`src/hdl/xtea_pkg.sv`:
```
// Shared types, constants and helpers for the XTEA block cipher.
`timescale 1ns / 1ps

package xtea_pkg;

  localparam logic [31:0] XTEA_DELTA = 32'h9e37_79b9;

  // Upper limit on the XTEA round count; larger register values saturate to it.
  localparam int MAX_ROUNDS = 64;

  // Width of the round count register.
  localparam int ROUNDS_W = 7;
  localparam logic [ROUNDS_W-1:0] ROUNDS_RESET = 7'd32;

  // Half-round counter holds up to twice the round count.
  localparam int HR_W = ROUNDS_W + 1;

  // Cells in the ring: one half-round each, phases alternate.
  localparam int NUM_CELLS = 2;

  localparam int PROD_W = ROUNDS_W + 32;

  // Configuration register indexes.
  localparam int CFG_IDX_W = 3;
  localparam logic [CFG_IDX_W-1:0] REG_KEY0   = 3'd0;
  localparam logic [CFG_IDX_W-1:0] REG_KEY1   = 3'd1;
  localparam logic [CFG_IDX_W-1:0] REG_KEY2   = 3'd2;
  localparam logic [CFG_IDX_W-1:0] REG_KEY3   = 3'd3;
  localparam logic [CFG_IDX_W-1:0] REG_ROUNDS = 3'd4;

  typedef logic [3:0][31:0] key_t;

  typedef struct packed {
    logic        req_type;
    logic [31:0] data_lo;
    logic [31:0] data_hi;
  } req_t;

  typedef struct packed {
    logic [31:0] result_lo;
    logic [31:0] result_hi;
  } rsp_t;

  // Settled configuration as seen by the datapath.
  typedef struct packed {
    key_t                key;
    logic [ROUNDS_W-1:0] rounds;   // already saturated
    logic [31:0]         dec_sum;  // delta * rounds, mod 2^32
  } cfg_t;

  // Token handed from cell to cell: a is the word updated next.
  typedef struct packed {
    logic        valid;
    logic        decrypt;
    logic [31:0] a;
    logic [31:0] b;
    logic [31:0] sum;
  } token_t;

  function automatic logic [31:0] dec_start_sum(input logic [ROUNDS_W-1:0] n);
    logic [PROD_W-1:0] prod;
    prod = PROD_W'(XTEA_DELTA) * PROD_W'(n);
    return prod[31:0];
  endfunction

endpackage

```
`src/hdl/xtea_block_cipher.sv`:
```
// Top level of the XTEA block cipher: control, cell ring and result register.
`timescale 1ns / 1ps

// XTEA block cipher, one 64-bit block per command.
// Command: a transfer happens at a rising edge with start high and busy low;
// request carries req_type (0 encrypt, 1 decrypt), data_lo (v0), data_hi (v1).
// Result: result is valid for exactly one cycle while done is high; the
// receiver cannot stall it, so it must take the transfer in that cycle.
// Configuration: cfg_valid/cfg_ready write channel, cfg_index 0..3 selects
// key words 0..3, index 4 the round count n (above 64 saturates to 64);
// other indexes are ignored. Write only while the block is idle.
// Datapath: a ring of two identical half-round cells; the token moves to
// the neighbouring cell every clock; one XTEA cycle is a pass through both.
// Timing: done is registered when the token has made its last half-round
// into the final cell; busy falls at that same edge, and the next command
// can transfer at the following edge, not before the last block is done.
// With n of 0 the block passes through: done rises at the transfer edge
// itself and busy stays low, so such commands can follow back to back.
// Reset: key words clear to zero, n returns to 32, ring and done clear.
module xtea_block_cipher (
  input  logic                            clk,
  input  logic                            rst,
  input  logic                            start,
  output logic                            busy,
  input  xtea_pkg::req_t                  request,
  output logic                            done,
  output xtea_pkg::rsp_t                  result,
  input  logic                            cfg_valid,
  output logic                            cfg_ready,
  input  logic [xtea_pkg::CFG_IDX_W-1:0]  cfg_index,
  input  logic [31:0]                     cfg_data
);

  xtea_pkg::cfg_t                   cfg;
  xtea_pkg::token_t                 ring [xtea_pkg::NUM_CELLS];
  xtea_pkg::token_t                 feed;
  xtea_pkg::token_t                 fresh;
  xtea_pkg::token_t                 last;
  logic [xtea_pkg::HR_W-1:0]        hr_left;
  logic                             accept;
  logic                             bypass;
  logic                             finish;

  xtea_cfg u_cfg (
    .clk       (clk),
    .rst       (rst),
    .cfg_valid (cfg_valid),
    .cfg_ready (cfg_ready),
    .cfg_index (cfg_index),
    .cfg_data  (cfg_data),
    .cfg       (cfg)
  );

  assign accept = start && !busy;
  assign bypass = (cfg.rounds == '0);
  assign last   = ring[xtea_pkg::NUM_CELLS-1];
  // last half-round done, token sits in the final cell
  assign finish = busy && last.valid && (hr_left == '0);

  // New token: for decrypt the first word updated is v1
  always_comb begin
    fresh.valid   = 1'b1;
    fresh.decrypt = request.req_type;
    fresh.a       = request.req_type ? request.data_hi : request.data_lo;
    fresh.b       = request.req_type ? request.data_lo : request.data_hi;
    fresh.sum     = request.req_type ? cfg.dec_sum : 32'd0;
  end

  always_comb begin
    feed       = last;
    feed.valid = busy && last.valid && (hr_left != '0);
    if (accept && !bypass) begin
      feed = fresh;
    end
  end

  for (genvar i = 0; i < xtea_pkg::NUM_CELLS; i++) begin : g_cell
    xtea_cell u_cell (
      .clk     (clk),
      .rst     (rst),
      .phase   (1'(i % 2)),
      .key     (cfg.key),
      .tok_in  ((i == 0) ? feed : ring[(i == 0) ? 0 : i - 1]),
      .tok_out (ring[i])
    );
  end

  // Control: busy, done strobe and half-round count
  always_ff @(posedge clk) begin
    if (rst) begin
      busy    <= 1'b0;
      hr_left <= '0;
      done    <= 1'b0;
    end else begin
      done <= finish || (accept && bypass);
      if (accept && !bypass) begin
        busy    <= 1'b1;
        // the transfer edge already runs the first half-round
        hr_left <= {cfg.rounds, 1'b0} - xtea_pkg::HR_W'(1);
      end else begin
        if (finish) begin
          busy <= 1'b0;
        end
        if (busy && (hr_left != '0)) begin
          hr_left <= hr_left - xtea_pkg::HR_W'(1);
        end
      end
    end
  end

  // Result register; words swap back for decrypt, pass-through loads as is
  always_ff @(posedge clk) begin
    if (finish) begin
      result.result_lo <= last.decrypt ? last.b : last.a;
      result.result_hi <= last.decrypt ? last.a : last.b;
    end else if (accept && bypass) begin
      result.result_lo <= request.data_lo;
      result.result_hi <= request.data_hi;
    end
  end

endmodule

```
`src/hdl/xtea_cell.sv`:
```
// One XTEA half-round cell of the ring, registered output.
`timescale 1ns / 1ps

module xtea_cell (
  input  logic              clk,
  input  logic              rst,
  input  logic              phase,
  input  xtea_pkg::key_t    key,
  input  xtea_pkg::token_t  tok_in,
  output xtea_pkg::token_t  tok_out
);

  logic [31:0]      mix;
  logic [1:0]       kidx;
  logic [31:0]      f;
  logic [31:0]      a_new;
  logic [31:0]      sum_new;
  xtea_pkg::token_t tok_next;

  always_comb begin
    mix  = ((tok_in.b << 4) ^ (tok_in.b >> 5)) + tok_in.b;
    // second half of an encrypt cycle, or first half of a decrypt one,
    // picks the key from sum bits 12:11
    kidx = (phase ^ tok_in.decrypt) ? tok_in.sum[12:11] : tok_in.sum[1:0];
    f    = mix ^ (tok_in.sum + key[kidx]);
    a_new = tok_in.decrypt ? (tok_in.a - f) : (tok_in.a + f);
    if (phase) begin
      sum_new = tok_in.sum;
    end else if (tok_in.decrypt) begin
      sum_new = tok_in.sum - xtea_pkg::XTEA_DELTA;
    end else begin
      sum_new = tok_in.sum + xtea_pkg::XTEA_DELTA;
    end
    tok_next.valid   = tok_in.valid;
    tok_next.decrypt = tok_in.decrypt;
    tok_next.a       = tok_in.b;  // words swap so the next cell updates the other one
    tok_next.b       = a_new;
    tok_next.sum     = sum_new;
  end

  always_ff @(posedge clk) begin
    if (rst) begin
      tok_out <= '0;
    end else begin
      tok_out <= tok_next;
    end
  end

endmodule

```
`src/hdl/xtea_cfg.sv`:
```
// Configuration registers: key words and saturated round count.
`timescale 1ns / 1ps

module xtea_cfg (
  input  logic                             clk,
  input  logic                             rst,
  input  logic                             cfg_valid,
  output logic                             cfg_ready,
  input  logic [xtea_pkg::CFG_IDX_W-1:0]   cfg_index,
  input  logic [31:0]                      cfg_data,
  output xtea_pkg::cfg_t                   cfg
);

  logic [xtea_pkg::ROUNDS_W-1:0] rounds_sat;

  assign cfg_ready = 1'b1;

  always_comb begin
    if (32'(cfg_data[xtea_pkg::ROUNDS_W-1:0]) > xtea_pkg::MAX_ROUNDS) begin
      rounds_sat = xtea_pkg::ROUNDS_W'(xtea_pkg::MAX_ROUNDS);
    end else begin
      rounds_sat = cfg_data[xtea_pkg::ROUNDS_W-1:0];
    end
  end

  always_ff @(posedge clk) begin
    if (rst) begin
      cfg.key     <= '0;
      cfg.rounds  <= xtea_pkg::ROUNDS_RESET;
      cfg.dec_sum <= xtea_pkg::dec_start_sum(xtea_pkg::ROUNDS_RESET);
    end else if (cfg_valid && cfg_ready) begin
      case (cfg_index)
        xtea_pkg::REG_KEY0, xtea_pkg::REG_KEY1,
        xtea_pkg::REG_KEY2, xtea_pkg::REG_KEY3: begin
          cfg.key[cfg_index[1:0]] <= cfg_data;
        end
        xtea_pkg::REG_ROUNDS: begin
          cfg.rounds  <= rounds_sat;
          cfg.dec_sum <= xtea_pkg::dec_start_sum(rounds_sat);
        end
        default: begin
        end
      endcase
    end
  end

endmodule

```
`config.mk`:
```
export PLATFORM = sky130hd
export DESIGN_NAME = xtea_block_cipher
export DESIGN_NICKNAME = d
export VERILOG_FILES = /design/src/hdl/xtea_pkg.sv /design/src/hdl/xtea_block_cipher.sv /design/src/hdl/xtea_cell.sv /design/src/hdl/xtea_cfg.sv
export SDC_FILE = /design/constraint.sdc
export NUM_CORES = 2
export LEC_CHECK = 0
export BUFFER_PORTS_ARGS = -buffer_cell sky130_fd_sc_hd__buf_2
export CORE_AREA = 4 4 249 227
export CTS_BUF_LIST = sky130_fd_sc_hd__clkbuf_16
export CTS_CLUSTER_DIAMETER = 200
export DETAILED_ROUTE_END_ITERATION = 10
export DIE_AREA = 0 0 253 231
export GPL_ROUTABILITY_DRIVEN = 0
export GPL_TIMING_DRIVEN = 0
export PLACE_DENSITY = 0.89
export REMOVE_ABC_BUFFERS = 1
export SYNTH_ARGS = -nofsm -noshare
export SYNTH_HDL_FRONTEND = slang
export SYNTH_SLANG_ARGS = --single-unit
export TNS_END_PERCENT = 100
```
`constraint.sdc`:
```
create_clock -name clk -period 16.75 [get_ports clk]
set_input_delay 1.675 -clock clk [delete_from_list [all_inputs] [get_ports clk]]
set_output_delay 1.675 -clock clk [all_outputs]
set_load 0.005 [all_outputs]
```
After elaboration in Yosys (flattened, before gate mapping)
Index checks and enable logic that the tools add are counted.
W data, S select, Z words.
- add/subtract/negate cells: 12
- $mul: 1
- shift-type cells: 0
- bitwise operators: 4
- divide/modulo/power cells: 0
- eq/ne operators: 4
- $lt $le $gt $ge: 5
- reduce and logical (&&, ||, !) cells: 21
- mux-type cells: 25
- operator list (operator ; number):
    $mux W32 ; 11
    $add A32 B32 Y32 ; 6
    $bmux W32 S2 ; 2
    $bwmux W128 ; 1
    $mux W64 ; 2
    $mux W98 ; 1
    $demux W32 S2 ; 1
    $sub A32 B32 Y32 ; 2
    $xor A32 B27 Y32 ; 2
    $xor A32 B32 Y32 ; 2
    $add A32 B32 Y32 const B ; 1
    $mul A32 B7 Y32 const A ; 1
    $sub A32 B32 Y32 const B ; 1
    $mux W8 ; 2
    $sub A8 B1 Y8 const B ; 2
    $lt A2 B3 Y1 const B ; 3
    $logic_and A1 B1 Y1 ; 8
    $logic_not A8 Y1 ; 1
    $reduce_bool A8 Y1 ; 1
    $gt A7 B7 Y1 const B ; 1
    $logic_not A7 Y1 ; 1
    $mux W7 ; 1
    $eq A3 B2 Y1 const B ; 2
    $reduce_bool A2 Y1 ; 3
    10 further kinds ; 14
- bits in read-only memories: 0
- word-level logic and storage cells: 93
- latch bits: 0
- bits in writable memories: 0
- register bits after elaboration: 437
- memories: 0

Logic depth before layout (Yosys ltp)
- word-level depth: 11
- depth in mapped cells: 36
- depth with buffers taken out: 33

Cells and area by module
Synthesis repeated with hierarchy kept, for this count alone.
- cell total of the unflattened synthesis: 4320
- area total of the unflattened synthesis: 35975.8 um2
- by module, submodules not included (module ; instances ; seq. area each (um2) ; area an instance (um2) ; cells an instance):
    xtea_cell at g_cell[1].u_cell ; 1 ; 1961.9 ; 10694.0 ; 1260
    xtea_cell at g_cell[0].u_cell ; 1 ; 1961.9 ; 10640.2 ; 1274
    xtea_cfg ; 1 ; 3283.1 ; 8828.5 ; 1100
    xtea_block_cipher ; 1 ; 2122.0 ; 5813.1 ; 686

Worst setup path before layout
Ideal clock, no wire load.
- kind: input to register
- start point: input port start
- end point: register g_cell[0].u_cell.tok_out[62] (netlist bit)
- stages on the path: 33
- slack: 7.742 ns
- arrival: 8.881 ns
- path buffers: 3
- path through: nand2b_1 a21oi_1 clkbuf_1 nand3_1 o21ai_1 clkbuf_1 clkbuf_1 mux4_2 ha_1 fa_1 a211oi_1 o21bai_1 a21oi_1 xnor2_1 xnor2_1 nor4_1 nand4_1 nor2b_1 a21oi_1 xor2_1 ha_1 a21o_1 a21o_1 a21o_1 a21oi_1 o21ai_1 a31o_2 a2111oi_0 o21ai_0 and3_1 a41oi_1 xor2_1 nor2_1
- word-level cells in the longest chain between the ends: 10
- elaborated cells between the ends (all ways): 13
- those cells by class: add/sub: 4; mux: 5; bitwise: 2; reduce/logical: 2
- ends and longest elaborated chain (item ; RTL line ; source):
    from (decl) ; xtea_block_cipher.sv:23 ; input logic start,
    $logic_and A1 B1 Y1 * ; xtea_block_cipher.sv:54 ; assign accept = start && !busy;
    $logic_and A1 B1 Y1 * ; xtea_block_cipher.sv:72 ; if (accept && !bypass) begin
    $mux W98 * ; xtea_block_cipher.sv:72 ;
    $mux W2 ; xtea_cell.sv:24 ; kidx = (phase ^ tok_in.decrypt) ? tok_in.sum[12:11] : tok_in.sum[1:0];
    $bmux W32 S2 ; xtea_cell.sv:25 ; f = mix ^ (tok_in.sum + key[kidx]);
    $mux W32 (implied by the code) ; xtea_cell.sv:25 ;
    $add A32 B32 Y32 ; xtea_cell.sv:25 ;
    $xor A32 B32 Y32 ; xtea_cell.sv:25 ;
    $add A32 B32 Y32 / $sub A32 B32 Y32 (equally long branches) ; xtea_cell.sv:26 ; a_new = tok_in.decrypt ? (tok_in.a - f) : (tok_in.a + f);
    $mux W32 * ; xtea_cell.sv:26 ;
    to (signal assigned) ; xtea_cell.sv:45 ; tok_out <= tok_next;
    to (decl) ; xtea_cell.sv:10 ; output xtea_pkg::token_t tok_out
Mark *: on every way between the ends. The rest lies on a longest branch, timed or not. The select of a mux whose other input is x is not followed.
A chain may end at the register's enable or synchronous reset.

Worst setup path after layout
Ends and elaborated chain as after synthesis.

==> results.txt <==
* Worst Hold Depth: 1
- Antenna Nets Post-Route: 0
- The share of synthesized area in the top cell type comes to 0.220.
- Post-placement cell area: 35200 um2
* Total power divided by cell area: 222 nW/um2
- Worst r2r src: u_cfg.cfg[0]
* Run status: finished clean
- The first detailed-routing pass took 7 iterations.
* Via-per-instance ratio: 6.37
- Unique masters post-synth: 96
- For flop-to-flop paths, the worst setup slack is 7.35 ns.
- In the synthesized netlist the dominant register cell turns out to be sky130_fd_sc_hd__dfxtp_1.
- Hold Crit Class: flip-flop to flip-flop
* Cell family contributing the most delay on the critical path: compound AO/OA/AOI/OAI gates
- In the finished design, the share of the clock period the worst path needs comes to 0.583.
* Overall global routing resource usage: 0.318
- For the pin with the worst max-slew slack, the measured transition is 1.50 ns.
- Die height: 231 um
- Together, buffers and inverters on the worst path number 2.
- Synthesis handed over a netlist of 4013 instances.
- Pin placement for this block handled 171 I/O pins.
- RSZ-0062 raised after global routing: false
- Slew Limit Headroom: 0.00281
* Design Power: 8190 uW
* Register bit total from synthesis: 434
- Timing analysis after detailed placement gives a worst setup slack of 6.69 ns.
* Die Span X: 253 um
- At the worst endpoint, the required time is 17.19 ns.
- In the layout the commonest cells are sky130_fd_sc_hd__nand2_1 (586), sky130_fd_sc_hd__a21oi_1 (404), sky130_fd_sc_hd__dfxtp_1 (368).
- For the worst-skew pair, the clock arrives at the later sink with an insertion delay of 0.60 ns.
* Routed vias: 30700
* Number of DRC violations after detailed-routing iteration 0: 3512
- Largest driver fanout on the critical path: 28
- Leaving out fill and tap cells, the most frequent cell in the layout is sky130_fd_sc_hd__nand2_1.
* Final min period: 9.76 ns
- After clock tree synthesis, the clock-pin slew on the worst setup and hold paths is 0.06 ns.
- At the worst endpoint, the arrival time is 10.21 ns.
- Worst R2R Path Depth: 32
- Final design area excluding fillers: 36900 um2
- Count of endpoints failing setup in the final report: 0
* Highest clock rate: 102 MHz
- From synthesis to final layout, the design area changed by 9.62%.
* Net count, final: 4515
- For this design the static power due to leakage is 0.0160 uW.
* Worst flop-to-flop path endpoint: g_cell[0].u_cell.tok_out[62]
* TritonCTS clock tree: done
- Start point of the critical path: start
- Share of synthesized registers carrying an async set or reset: 0
- Yosys top cell by area: sky130_fd_sc_hd__dfxtp_1
- Total clock sinks: 434
- Synth warn: 0
- Number of global-route vias before repair: 29600
- The final max-slew violation count is 0.
- STA classifies the critical path endpoint as a flip-flop.
- Wire length of the first global-routing pass: 152000 um
- The mapped netlist covers 33600 um2.
- For this run the aggregate overflow at the end of global routing stands at 0.
* Die area: 58400 um2
- In the final layout, the share of cells above drive strength 1 is 0.0925.
- Wirelength, routed: 95700 um
- In the final routed layout, each cell accounts on average for 19.8 um.
- Number of clock buffers inserted by TritonCTS: 47
- Dividing the synthesized area by the synthesized cell count gives 8.38 um2.
- Floorplan row count: 81
* Final hold violations: 0
- For the final database, setup skew stands at 0.0316 ns.
- The count of buffers added on input and output ports is 169.
- Post-CTS resize count: 0
- Hold is met by 0.425 ns.
- Of the synthesized area, sequential elements account for 0.278.
* Worst setup path class: input pin to flip-flop
- Entering global routing, the biggest net connects 159 pins.
* Min-Delay Startpoint: g_cell[0].u_cell.tok_out[97]
- Slowest stage cell, crit path: sky130_fd_sc_hd__a2111oi_0
- The largest single stage delay on the critical path is 0.69 ns.
* Root Buffer Master: sky130_fd_sc_hd__clkbuf_16
- Once the clock tree was built, the setup fixing pass inserted 0 buffers.
- The synthesized design contains 64 enable-type register cells.
- H-tree Lvls: 2
* Total core area: 53900 um2
* Endpoint of the worst hold-timing path: g_cell[1].u_cell.tok_out[97]
- For this run, design rule violations remaining after detail routing come to 0.
- Worst IR Drop VDD: 0.139 mV
- CTS hold repair buffers: 0
* Crit path launch type: input pin
- Synth area leaders: sky130_fd_sc_hd__dfxtp_1 (22%), sky130_fd_sc_hd__ha_1 (11%), sky130_fd_sc_hd__nand2_1 (6.6%)
* Number of antenna violations at the first check in global routing: 15
* Clk buf depth: 3
- Detailed Place HPWL: 71200 um
* Starting Density: 0.623
- Min setup slack post-route: 6.99 ns
- Max capacitance violation total: 0
==> cells in the mapped netlist, types with 37 or more instances <==
cell                       instances
sky130_fd_sc_hd__nor2b_1         100
sky130_fd_sc_hd__xnor2_1         230
sky130_fd_sc_hd__fa_1             51
sky130_fd_sc_hd__mux4_2           64
sky130_fd_sc_hd__nand2_1         587
sky130_fd_sc_hd__xor2_1          160
sky130_fd_sc_hd__o21ai_0         207
sky130_fd_sc_hd__inv_1           166
sky130_fd_sc_hd__mux2i_1         133
sky130_fd_sc_hd__dfxtp_1         370
sky130_fd_sc_hd__and3_1           37
sky130_fd_sc_hd__a31oi_1          40
sky130_fd_sc_hd__ha_1            288
sky130_fd_sc_hd__nor2_1          270
sky130_fd_sc_hd__clkbuf_1        152
sky130_fd_sc_hd__edfxtp_1         64
sky130_fd_sc_hd__nand3_1          73
sky130_fd_sc_hd__a21oi_1         405
sky130_fd_sc_hd__a21o_1          109
sky130_fd_sc_hd__nor3_1           46
==> registers in the layout (all words and copies together) (netlist names) <==
register / flops
done: 1
result: 64
busy: 1
hr_left: 8
u_cfg.cfg: 164
g_cell.u_cell.tok_out: 196
==> cell families after synthesis <==
kind of cell    Yosys count  synth area share
simple gates           1261             0.170
compound gates         1039             0.189
flops                   434             0.278
xor+xnor                395             0.105
buf+inv                 345            0.0390
fa+ha+maj               339             0.138
mux                     198            0.0828
other cells               2          0.000223
==> worst max-delay path by stage <==
stage	end	depth (start not counted)
global route	g_cell[0].u_cell.tok_out[62]	33
finish	g_cell[0].u_cell.tok_out[62]	32
CTS	g_cell[0].u_cell.tok_out[62]	32
detailed placement	g_cell[0].u_cell.tok_out[62]	32
floorplan	g_cell[0].u_cell.tok_out[62]	29
global placement	g_cell[0].u_cell.tok_out[62]	30
==> layout make-up <==
class | instances | area [um2]
diodes | 5 | 12.5
flip-flops and latches | 434 | 9330
multi-input cells | 3235 | 23100
fillers | 4030 | 17100
clock buffers | 50 | 1250
well taps | 705 | 882
clock inverters | 37 | 394
repair buffers | 187 | 1270
inverters | 167 | 627
==> layer usage <==
metal | global-route usage | vias to the layer above | routed length, um
li1 | - | 14300 | -
met1 | 0.423 | 14400 | 38500
met2 | 0.521 | 1595 | 43800
met3 | 0.0564 | 329 | 9710
met4 | 0.115 | 22 | 3430
met5 | 0 | - | 152
==> through the flow <==
step / setup TNS, ns / util / instances
floorplan: -0.890 / - / 3836
CTS: 0 / 0.683 / 4814
global route: 0 / 0.683 / 4817
finish: 0 / 0.683 / 4820
global placement: -171.10 / 0.643 / 4710
detailed placement: 0 / 0.652 / 4727
==> power by group <==
group	switching [uW]	internal [uW]
sequential	149	1220
combinational	3350	2360
clock	443	664
No activity file was read; power rests on OpenSTA's default activity.
